### src/rpa_pkg.sv
// Package for the playout admission block: event and verdict codes,
// item structs and constants. Used by every module of the block.
`default_nettype none

package rpa_pkg;

   localparam int unsigned TsWidth       = 32;
   localparam int unsigned SeqWidth      = 16;
   localparam int unsigned SizeWidth     = 11;
   localparam int unsigned AvgWidth      = 8;
   localparam int unsigned DepthWidth    = 6;
   localparam int unsigned UnderWidth    = 16;
   localparam int unsigned WindowWidth   = 15;   // 320 * 63 fits in 15 bits
   localparam int unsigned ReqDataWidth  = 72;   // 67 payload bits, padded to bytes
   localparam int unsigned RspDataWidth  = 32;   // 28 payload bits, padded to bytes

   localparam logic [DepthWidth-1:0] DepthReset = 6'd6;
   localparam logic [TsWidth-1:0]    TickStep   = 32'd80;
   localparam logic [UnderWidth-1:0] UnderMax   = 16'hFFFF;

   typedef enum logic [1:0] {
      REQ_PACKET = 2'd0,
      REQ_TICK   = 2'd1,
      REQ_REPORT = 2'd2,
      REQ_UNUSED = 2'd3
   } req_kind_type;

   typedef enum logic [2:0] {
      VERDICT_ACCEPT       = 3'd0,
      VERDICT_NOT_DUE      = 3'd1,
      VERDICT_OUT_OF_ORDER = 3'd2,
      VERDICT_REANCHOR     = 3'd3,
      VERDICT_NON_PACKET   = 3'd4
   } verdict_type;

   typedef struct packed {
      req_kind_type           kind;
      logic [AvgWidth-1:0]    avg_packets;
      logic [SizeWidth-1:0]   pkt_size;
      logic [SeqWidth-1:0]    pkt_seq;
      logic [TsWidth-1:0]     pkt_timestamp;
   } req_item_type;

   typedef struct packed {
      verdict_type            verdict;
      logic [UnderWidth-1:0]  underflows;
      logic                   drift_seen;
      logic [SizeWidth-1:0]   accepted_size;
   } rsp_item_type;

endpackage

`default_nettype wire

### src/rpa_engine.sv
// Admission state and the single-pass decision logic for one event.
// Depends on rpa_pkg.
`default_nettype none

module rpa_engine (
   input  wire logic                              clock,
   input  wire logic                              reset,
   input  wire logic                              fire,
   input  wire rpa_pkg::req_item_type             item,
   input  wire logic [rpa_pkg::DepthWidth-1:0]    wait_frames,
   output rpa_pkg::rsp_item_type                  result
);

   logic [rpa_pkg::TsWidth-1:0]    pull_count_ff, pull_count_in;
   logic [rpa_pkg::SeqWidth-1:0]   last_seq_ff, last_seq_in;
   logic                           first_pending_ff, first_pending_in;
   logic                           drift_flag_ff, drift_flag_in;
   logic [rpa_pkg::UnderWidth-1:0] underflow_count_ff, underflow_count_in;
   logic [rpa_pkg::AvgWidth-1:0]   last_report_ff, last_report_in;
   logic                           report_valid_ff, report_valid_in;

   logic [rpa_pkg::WindowWidth-1:0] window;
   logic [rpa_pkg::WindowWidth-1:0] half_window;
   logic                            ts_after;
   logic [rpa_pkg::TsWidth-1:0]     delta;
   logic                            far;
   logic [rpa_pkg::SeqWidth-1:0]    seq_diff;
   logic [rpa_pkg::DepthWidth-1:0]  low_bound;
   logic [rpa_pkg::AvgWidth-1:0]    prev_report;

   // 320 * depth as two shifted copies; the short offset is half of it
   assign window      = (rpa_pkg::WindowWidth'(wait_frames) << 8)
                      + (rpa_pkg::WindowWidth'(wait_frames) << 6);
   assign half_window = window >> 1;

   assign ts_after = item.pkt_timestamp > pull_count_ff;
   assign delta    = ts_after ? (item.pkt_timestamp - pull_count_ff)
                              : (pull_count_ff - item.pkt_timestamp);
   assign far      = delta > rpa_pkg::TsWidth'(window);
   assign seq_diff = item.pkt_seq - last_seq_ff;

   assign low_bound   = (wait_frames > 6'd2) ? (wait_frames - 6'd1) : 6'd1;
   assign prev_report = report_valid_ff ? last_report_ff : item.avg_packets;

   always_comb begin
      pull_count_in      = pull_count_ff;
      last_seq_in        = last_seq_ff;
      first_pending_in   = first_pending_ff;
      drift_flag_in      = drift_flag_ff;
      underflow_count_in = underflow_count_ff;
      last_report_in     = last_report_ff;
      report_valid_in    = report_valid_ff;
      result.verdict       = rpa_pkg::VERDICT_NON_PACKET;
      result.accepted_size = '0;

      unique case (item.kind)
         rpa_pkg::REQ_PACKET: begin
            if (first_pending_ff) begin
               first_pending_in     = 1'b0;
               pull_count_in        = item.pkt_timestamp + rpa_pkg::TsWidth'(window);
               last_seq_in          = item.pkt_seq;
               result.verdict       = rpa_pkg::VERDICT_ACCEPT;
               result.accepted_size = item.pkt_size;
            end else if (far) begin
               pull_count_in  = item.pkt_timestamp
                              + (drift_flag_ff ? rpa_pkg::TsWidth'(window)
                                               : rpa_pkg::TsWidth'(half_window));
               result.verdict = rpa_pkg::VERDICT_REANCHOR;
            end else if (!ts_after) begin
               underflow_count_in = '0;
               if (seq_diff[rpa_pkg::SeqWidth-1]) begin
                  result.verdict = rpa_pkg::VERDICT_OUT_OF_ORDER;
               end else begin
                  last_seq_in          = item.pkt_seq;
                  result.verdict       = rpa_pkg::VERDICT_ACCEPT;
                  result.accepted_size = item.pkt_size;
               end
            end else begin
               if (underflow_count_ff != rpa_pkg::UnderMax) begin
                  underflow_count_in = underflow_count_ff + 16'd1;
               end
               result.verdict = rpa_pkg::VERDICT_NOT_DUE;
            end
         end
         rpa_pkg::REQ_TICK: begin
            pull_count_in = pull_count_ff + rpa_pkg::TickStep;
         end
         rpa_pkg::REQ_REPORT: begin
            // reports of zero or one packet carry no information
            if (item.avg_packets > 8'd1) begin
               report_valid_in = 1'b1;
               last_report_in  = item.avg_packets;
               if ((item.avg_packets < rpa_pkg::AvgWidth'(low_bound)) &&
                   ({1'b0, prev_report} <= ({1'b0, item.avg_packets} + 9'd1))) begin
                  drift_flag_in = 1'b1;
               end
            end
         end
         rpa_pkg::REQ_UNUSED: begin
         end
         default: begin
         end
      endcase

      result.drift_seen = drift_flag_in;
      result.underflows = underflow_count_in;
   end

   always_ff @(posedge clock) begin
      if (reset) begin
         pull_count_ff      <= '0;
         last_seq_ff        <= '0;
         first_pending_ff   <= 1'b1;
         drift_flag_ff      <= 1'b0;
         underflow_count_ff <= '0;
         last_report_ff     <= '0;
         report_valid_ff    <= 1'b0;
      end else if (fire) begin
         pull_count_ff      <= pull_count_in;
         last_seq_ff        <= last_seq_in;
         first_pending_ff   <= first_pending_in;
         drift_flag_ff      <= drift_flag_in;
         underflow_count_ff <= underflow_count_in;
         last_report_ff     <= last_report_in;
         report_valid_ff    <= report_valid_in;
      end
   end

endmodule

`default_nettype wire

### src/rtp_playout_admission.sv
// Playout admission control: top level with input and result stages and the
// depth register. Depends on rpa_pkg and rpa_engine.
//
// Usage:
//   req_* carries one event per transaction: a packet arrival, a frame tick
//   or a buffer length report, selected by req_tuser. Every event yields
//   exactly one transaction on rsp_*, in order, with the verdict in
//   rsp_tuser and size, drift flag and underflow count in rsp_tdata.
//   csr_* writes the target depth in frames (wait_frames); write it only
//   while no event is in flight. csr_ready is always high.
// Timing:
//   An event taken on req_* is registered in the input stage, evaluated out
//   of it by the engine, and its result is registered in the output stage
//   that drives rsp_*. One event per cycle is sustained while rsp_tready is
//   high; the engine updates the playout counter and sequence state per event.
// Reset: clears both stages, sets the depth to 6 frames, marks the next
//   packet as the first one and clears counter, flags and history.
// Stall: when rsp_tready is low the result holds in the output stage; one
//   more event parks in the input stage, then req_tready drops.
`default_nettype none

module rtp_playout_admission (
   input  wire logic                                clock,
   input  wire logic                                reset,
   // event channel
   input  wire logic                                req_tvalid,
   output logic                                     req_tready,
   // [31:0] pkt_timestamp, [47:32] pkt_seq, [58:48] pkt_size,
   // [66:59] avg_packets, [71:67] zero
   input  wire logic [rpa_pkg::ReqDataWidth-1:0]    req_tdata,
   // [1:0] req_type
   input  wire logic [1:0]                          req_tuser,
   // result channel
   output logic                                     rsp_tvalid,
   input  wire logic                                rsp_tready,
   // [10:0] accepted_size, [11] drift_seen, [27:12] underflows, [31:28] zero
   output logic [rpa_pkg::RspDataWidth-1:0]         rsp_tdata,
   // [2:0] verdict
   output logic [2:0]                               rsp_tuser,
   // configuration: wait_frames
   input  wire logic                                csr_valid,
   output logic                                     csr_ready,
   input  wire logic [rpa_pkg::DepthWidth-1:0]      csr_wdata
);

   logic                             in_valid_ff, in_valid_in;
   rpa_pkg::req_item_type            in_item_ff;
   logic                             out_valid_ff, out_valid_in;
   rpa_pkg::rsp_item_type            out_item_ff;
   logic [rpa_pkg::DepthWidth-1:0]   wait_frames_ff;
   rpa_pkg::rsp_item_type            result;
   rpa_pkg::req_item_type            req_item;
   logic                             advance;
   logic                             req_take;

   // unpack the event transaction
   assign req_item.kind          = rpa_pkg::req_kind_type'(req_tuser);
   assign req_item.pkt_timestamp = req_tdata[31:0];
   assign req_item.pkt_seq       = req_tdata[47:32];
   assign req_item.pkt_size      = req_tdata[58:48];
   assign req_item.avg_packets   = req_tdata[66:59];

   // move the held event on whenever the result stage is free or draining
   assign advance    = in_valid_ff && (!out_valid_ff || rsp_tready);
   assign req_tready = !in_valid_ff || advance;
   assign req_take   = req_tvalid && req_tready;

   assign in_valid_in  = req_take || (in_valid_ff && !advance);
   assign out_valid_in = advance || (out_valid_ff && !rsp_tready);

   assign csr_ready = 1'b1;

   rpa_engine u_engine (
      .clock       (clock),
      .reset       (reset),
      .fire        (advance),
      .item        (in_item_ff),
      .wait_frames (wait_frames_ff),
      .result      (result)
   );

   always_ff @(posedge clock) begin
      if (reset) begin
         in_valid_ff    <= 1'b0;
         out_valid_ff   <= 1'b0;
         wait_frames_ff <= rpa_pkg::DepthReset;
      end else begin
         in_valid_ff  <= in_valid_in;
         out_valid_ff <= out_valid_in;
         if (csr_valid && csr_ready) begin
            wait_frames_ff <= csr_wdata;
         end
      end
   end

   // payload stages: load on transfer, hold otherwise
   always_ff @(posedge clock) begin
      if (req_take) begin
         in_item_ff <= req_item;
      end
      if (advance) begin
         out_item_ff <= result;
      end
   end

   assign rsp_tvalid = out_valid_ff;
   assign rsp_tuser  = out_item_ff.verdict;
   assign rsp_tdata  = {4'd0, out_item_ff.underflows, out_item_ff.drift_seen,
                        out_item_ff.accepted_size};

endmodule

`default_nettype wire

### config.mk
export PLATFORM = sky130hd
export DESIGN_NAME = rtp_playout_admission
export DESIGN_NICKNAME = d
export VERILOG_FILES = /design/src/rpa_pkg.sv /design/src/rpa_engine.sv /design/src/rtp_playout_admission.sv
export SDC_FILE = /design/constraint.sdc
export NUM_CORES = 1
export LEC_CHECK = 0
export ABC_CLOCK_PERIOD_IN_PS = 11800
export BUFFER_PORTS_ARGS = -buffer_cell sky130_fd_sc_hd__buf_4
export CORE_MARGIN = 3
export CORE_UTILIZATION = 50
export DETAILED_ROUTE_END_ITERATION = 7
export PLACE_DENSITY = 0.77
export SYNTH_ARGS = -nofsm -noshare
export SYNTH_HDL_FRONTEND = slang
export SYNTH_SLANG_ARGS = --single-unit
### constraint.sdc
create_clock -name clock -period 11.8 [get_ports clock]
set_clock_uncertainty 0.2 [all_clocks]
set_input_delay 0.59 -clock clock [delete_from_list [all_inputs] [get_ports clock]]
set_output_delay 0.59 -clock clock [all_outputs]
set_load 0.02 [all_outputs]
==> impl_metrics.csv <==
group,metric,value,unit
status,status,"finished, final reports clean",
finish,final_util,57.25,%
power,power_density,116.9,mW/mm^2
timing,max_slew_margin,17.88,%
synthesis,synth_top_area_share,21.68,%
synthesis,ys_seq_elements,183,
finish,drive_gt1_share,12.13,%
clock_tree,cts_tree,"built",
synthesis,yosysSeqAreaShare,33.68,%
placed_design,finalWeightedCongestion,0.9943,
synthesis,yosys_warnings,0,
synthesis,synthArstFlopShare,0,%
power,p_switching,0.0006285,W
clock_tree,cts_sinks,183,
setup_path,cpMostUsedCell,"o21a_1",
floorplanning,core-area,0.02710,mm^2
synthesis,synthAdderAreaFrac,12.38,%
power,leakagePower,6.115,nW
clock_tree,cts_resized,0,
setup_path,worstSetupEndpointType,"flop",
synthesis,synth_compound_area_share,21.38,%
timing,fmax,144.4,MHz
flow_run,cap_violations,0,
power,clockPowerShare,35.5,%
setup_path,critPathMaxStageDelay,0.87,ns
timing,maxSlewViolCount,0,
detailed_routing,routed_wirelength,36970,um
clock_tree,cts_root_buffer,"clkbuf_16",
global_routing,globalRouteOverflowTotal,0,
clock_tree,post_cts_buffers,0,
synthesis,synth_area_leaders,"edfxtp_1 (22%), dfxtp_1 (12%), ha_1 (12%), a21oi_1 (5.1%), nand2_1 (4.6%)",
placed_design,dp_hpwl,27030,um
finish,fin_area,0.01551,mm^2
setup_path,critPathBufInv,1,
timing,rsz0062_at_grt,"false",
synthesis,synth_area,0.01385,mm^2
synthesis,avgSynthCellArea,8.668,um^2
synthesis,yosysTopAreaCell,"edfxtp_1",
setup_path,crit_fanout,16,
detailed_routing,viasPerCell,5.986,
detailed_routing,postRouteAntennaNets,0,
synthesis,synth_simple_gate_area_share,17.94,%
clock_tree,clkSlewWorstSetupHoldPaths,0.10,ns
placed_design,place_ws,5.034,ns
setup_path,cp.arrival,7.09,ns
placed_design,dpl_cell_area,0.01486,mm^2
floorplanning,rows,60,
detailed_routing,drt_iter0_drc,1072,
min_path,hold_class,"primary input to flop",
clock_tree,cts_buffers,17,
synthesis,synth_xor_area_share,4.490,%
timing,hold_viol_final,0,
floorplanning,dieArea,0.02973,mm^2
power,peakVddDrop,162.9,uV
finish,n_antenna_cell,0,
global_routing,grt_pass1_wl,59450,um
finish,area_delta_synth_final,12.01,%
power,p_seq_share,40.2,%
synthesis,synth_top_family_by_area,"compound AO/OA/AOI/OAI gates",
finish,nNetsFinal,1879,
synthesis,ys_top_cells_by_count,"nand2_1 (169), a21oi_1 (140), ha_1 (129), inv_1 (110), nor2_1 (102)",
timing,finalCritPeriodShare,58.69,%
global_routing,grt_max_degree,70,
global_routing,grt_pass1_vias,11800,
floorplanning,die_h,172.4,um
setup_path,crit_slowest_cell,"nor2_2",
synthesis,synth_cell_types,84,
floorplanning,initial_utilization,51.11,%
synthesis,synth.most_common_cell,"nand2_1",
global_routing,antenna_found_initial,0,
setup_path,crit_path_start_kind,"flop",
timing,setup-violations-final,0,
clock_tree,clock_path_buffers,2,
placed_design,io_buffers,112,
synthesis,synthMuxAreaShare,4.110,%
synthesis,synth_edf_count,100,
floorplanning,die_x,172.4,um
timing,fin_crit,6.925,ns
setup_path,path_cells,"inv_1 > ha_1 > a21oi_1 > o21ai_0 > a221oi_1 > a21oi_2 > a31oi_4 > mux2i_1 > xor2_1 > ha_1 > nor2b_1 > o21a_1 > o21a_1 > o21a_1 > o21a_1 > o211ai_1 > a31o_2 > a41oi_1 > nor4_2 > a41oi_1 > nor2_2 > mux2i_1",
synthesis,ys.flop_type,"edfxtp_1",
power,internal_power,0.001185,W
timing,fin_setup_tns,0,ns
detailed_routing,route.detailed.drc,0,
timing,postLayoutSetupSlackWorst,4.875,ns
clock_tree,insertion_delay,0.46,ns
global_routing,track_usage,24.74,%
synthesis,netlist_instances,1598,
detailed_routing,routedWlPerCell,18.08,um
timing,worstMarginPinSlew,1.232,ns
clock_tree,hold_buffers,0,
setup_path,crit_type,"flop to flop",
detailed_routing,vias,12240,
clock_tree,htreeDepth,4,
floorplanning,ios,123,
power,comb_power_share,24.3,%
power,switching_share,34.66,%
setup_path,cp.required,11.97,ns
detailed_routing,drt-pass1-iter-count,5,
setup_path,critPathTopFamily,"compound AO/OA/AOI/OAI gates",
==> layout make-up <==
class	instances	area [um^2]
Sequential cell	183	4664
Inverter	110	412.9
Clock buffer	17	425.4
Multi-Input combinational cell	1223	8376
Timing Repair Buffer	125	938.4
Fill cell	2363	11590
Clock inverter	15	232.7
Tap cell	372	465.4
==> path summary, 6_finish.rpt <==
check,startpoint,end,slack [ns],cells after the start
worst max-delay path,in_item_ff[27],u_engine.last_seq_ff[10],4.87,22
worst min-delay path,req_tdata[2],in_item_ff[2],0.1,1
worst min register to register,u_engine.last_seq_ff[9],u_engine.last_seq_ff[9],0.26,2
worst max register to register,in_item_ff[27],u_engine.last_seq_ff[10],4.87,22
==> stage by stage <==
stage / hold slack [ns] / total power (W) / std cells
3_5_place_dp: 0.2512 / 0.001175 / 2013
3_3_place_gp: 0.2424 / 0.001165 / 2013
4_1_cts: 0.08020 / 0.001821 / 2045
6_report: 0.09692 / 0.001813 / 2045
2_1_floorplan: 0.2347 / 0.001053 / 1601
5_1_grt: 0.08786 / 0.001904 / 2045
==> power by group through the flow <==
stage,Combinational [W],Clock [W],Sequential (W)
floorplan,0.000314,0,0.000740
global placement,0.000424,0,0.000741
detailed placement,0.000432,0,0.000742
CTS,0.000437,0.000656,0.000728
global route,0.000491,0.000681,0.000732
finish,0.000441,0.000643,0.000728
==> layout by cell type, fill, tap and decap left out, drive strengths merged, types with 6 or more instances in the layout <==
master,instances
a21oi,144
nor3,38
nand4,33
nand2b,14
o211ai,15
o31ai,19
buf,125
and3,24
o221ai,6
nor4,6
inv,122
a31o,13
xnor2,45
edfxtp,100
mux2,7
or2,7
a211oi,22
or3,11
o21a,19
o21ai,100
clkbuf,17
a41oi,7
xor2,26
nor2b,19
a21o,18
a31oi,7
and2,22
mux2i,49
dfxtp,83
a211o,8
a22o,11
nand3,48
nor2,103
a221oi,7
nand2,169
o32ai,8
o21bai,7
ha,129
==> state kept, by name, summed over array words and instances, names as in the netlist <==
name                         cells
rsp_tuser                        3
rsp_tdata                       28
in_item_ff                      69
u_engine.report_valid_ff         1
wait_frames_ff                   6
u_engine.first_pending_ff        1
u_engine.underflow_count_ff     16
u_engine.drift_flag_ff           1
in_valid_ff                      1
u_engine.pull_count_ff          32
u_engine.last_seq_ff            16
u_engine.last_report_ff          8
rsp_tvalid                       1
==> kinds of logic (layout without fill, tap and decap cells) <==
logic type | count (synthesis) | count (layout)
buffers and inverters | 195 | 267
and+or+nand+nor | 507 | 507
other | 2 | 5
DFF | 183 | 183
xor gates and xnor gates | 71 | 71
adders and majority gates | 134 | 134
AOI/OAI and AO/OA | 450 | 450
muxes | 56 | 56
==> worst register-to-register path, stage by stage, from the launching register on <==
cell	delay, ns
edfxtp_1	0.46
inv_1	0.07
ha_1	0.50
a21oi_1	0.37
o21ai_0	0.23
a221oi_1	0.38
a21oi_2	0.13
a31oi_4	0.40
mux2i_1	0.29
xor2_1	0.20
ha_1	0.26
nor2b_1	0.13
o21a_1	0.16
o21a_1	0.16
o21a_1	0.16
o21a_1	0.16
o211ai_1	0.17
a31o_2	0.22
a41oi_1	0.10
nor4_2	0.60
a41oi_1	0.27
nor2_2	0.87
mux2i_1	0.33
==> metal layers <==
metal	global-route usage (%)	vias to the layer above	wire (um)
met5	0	-	0
met4	7.428	0	768
met3	3.589	64	1997
met2	42.28	456	18110
met1	32.54	5800	16100
li1	-	5921	-
Note: power is estimated with default switching activity, not from simulation.
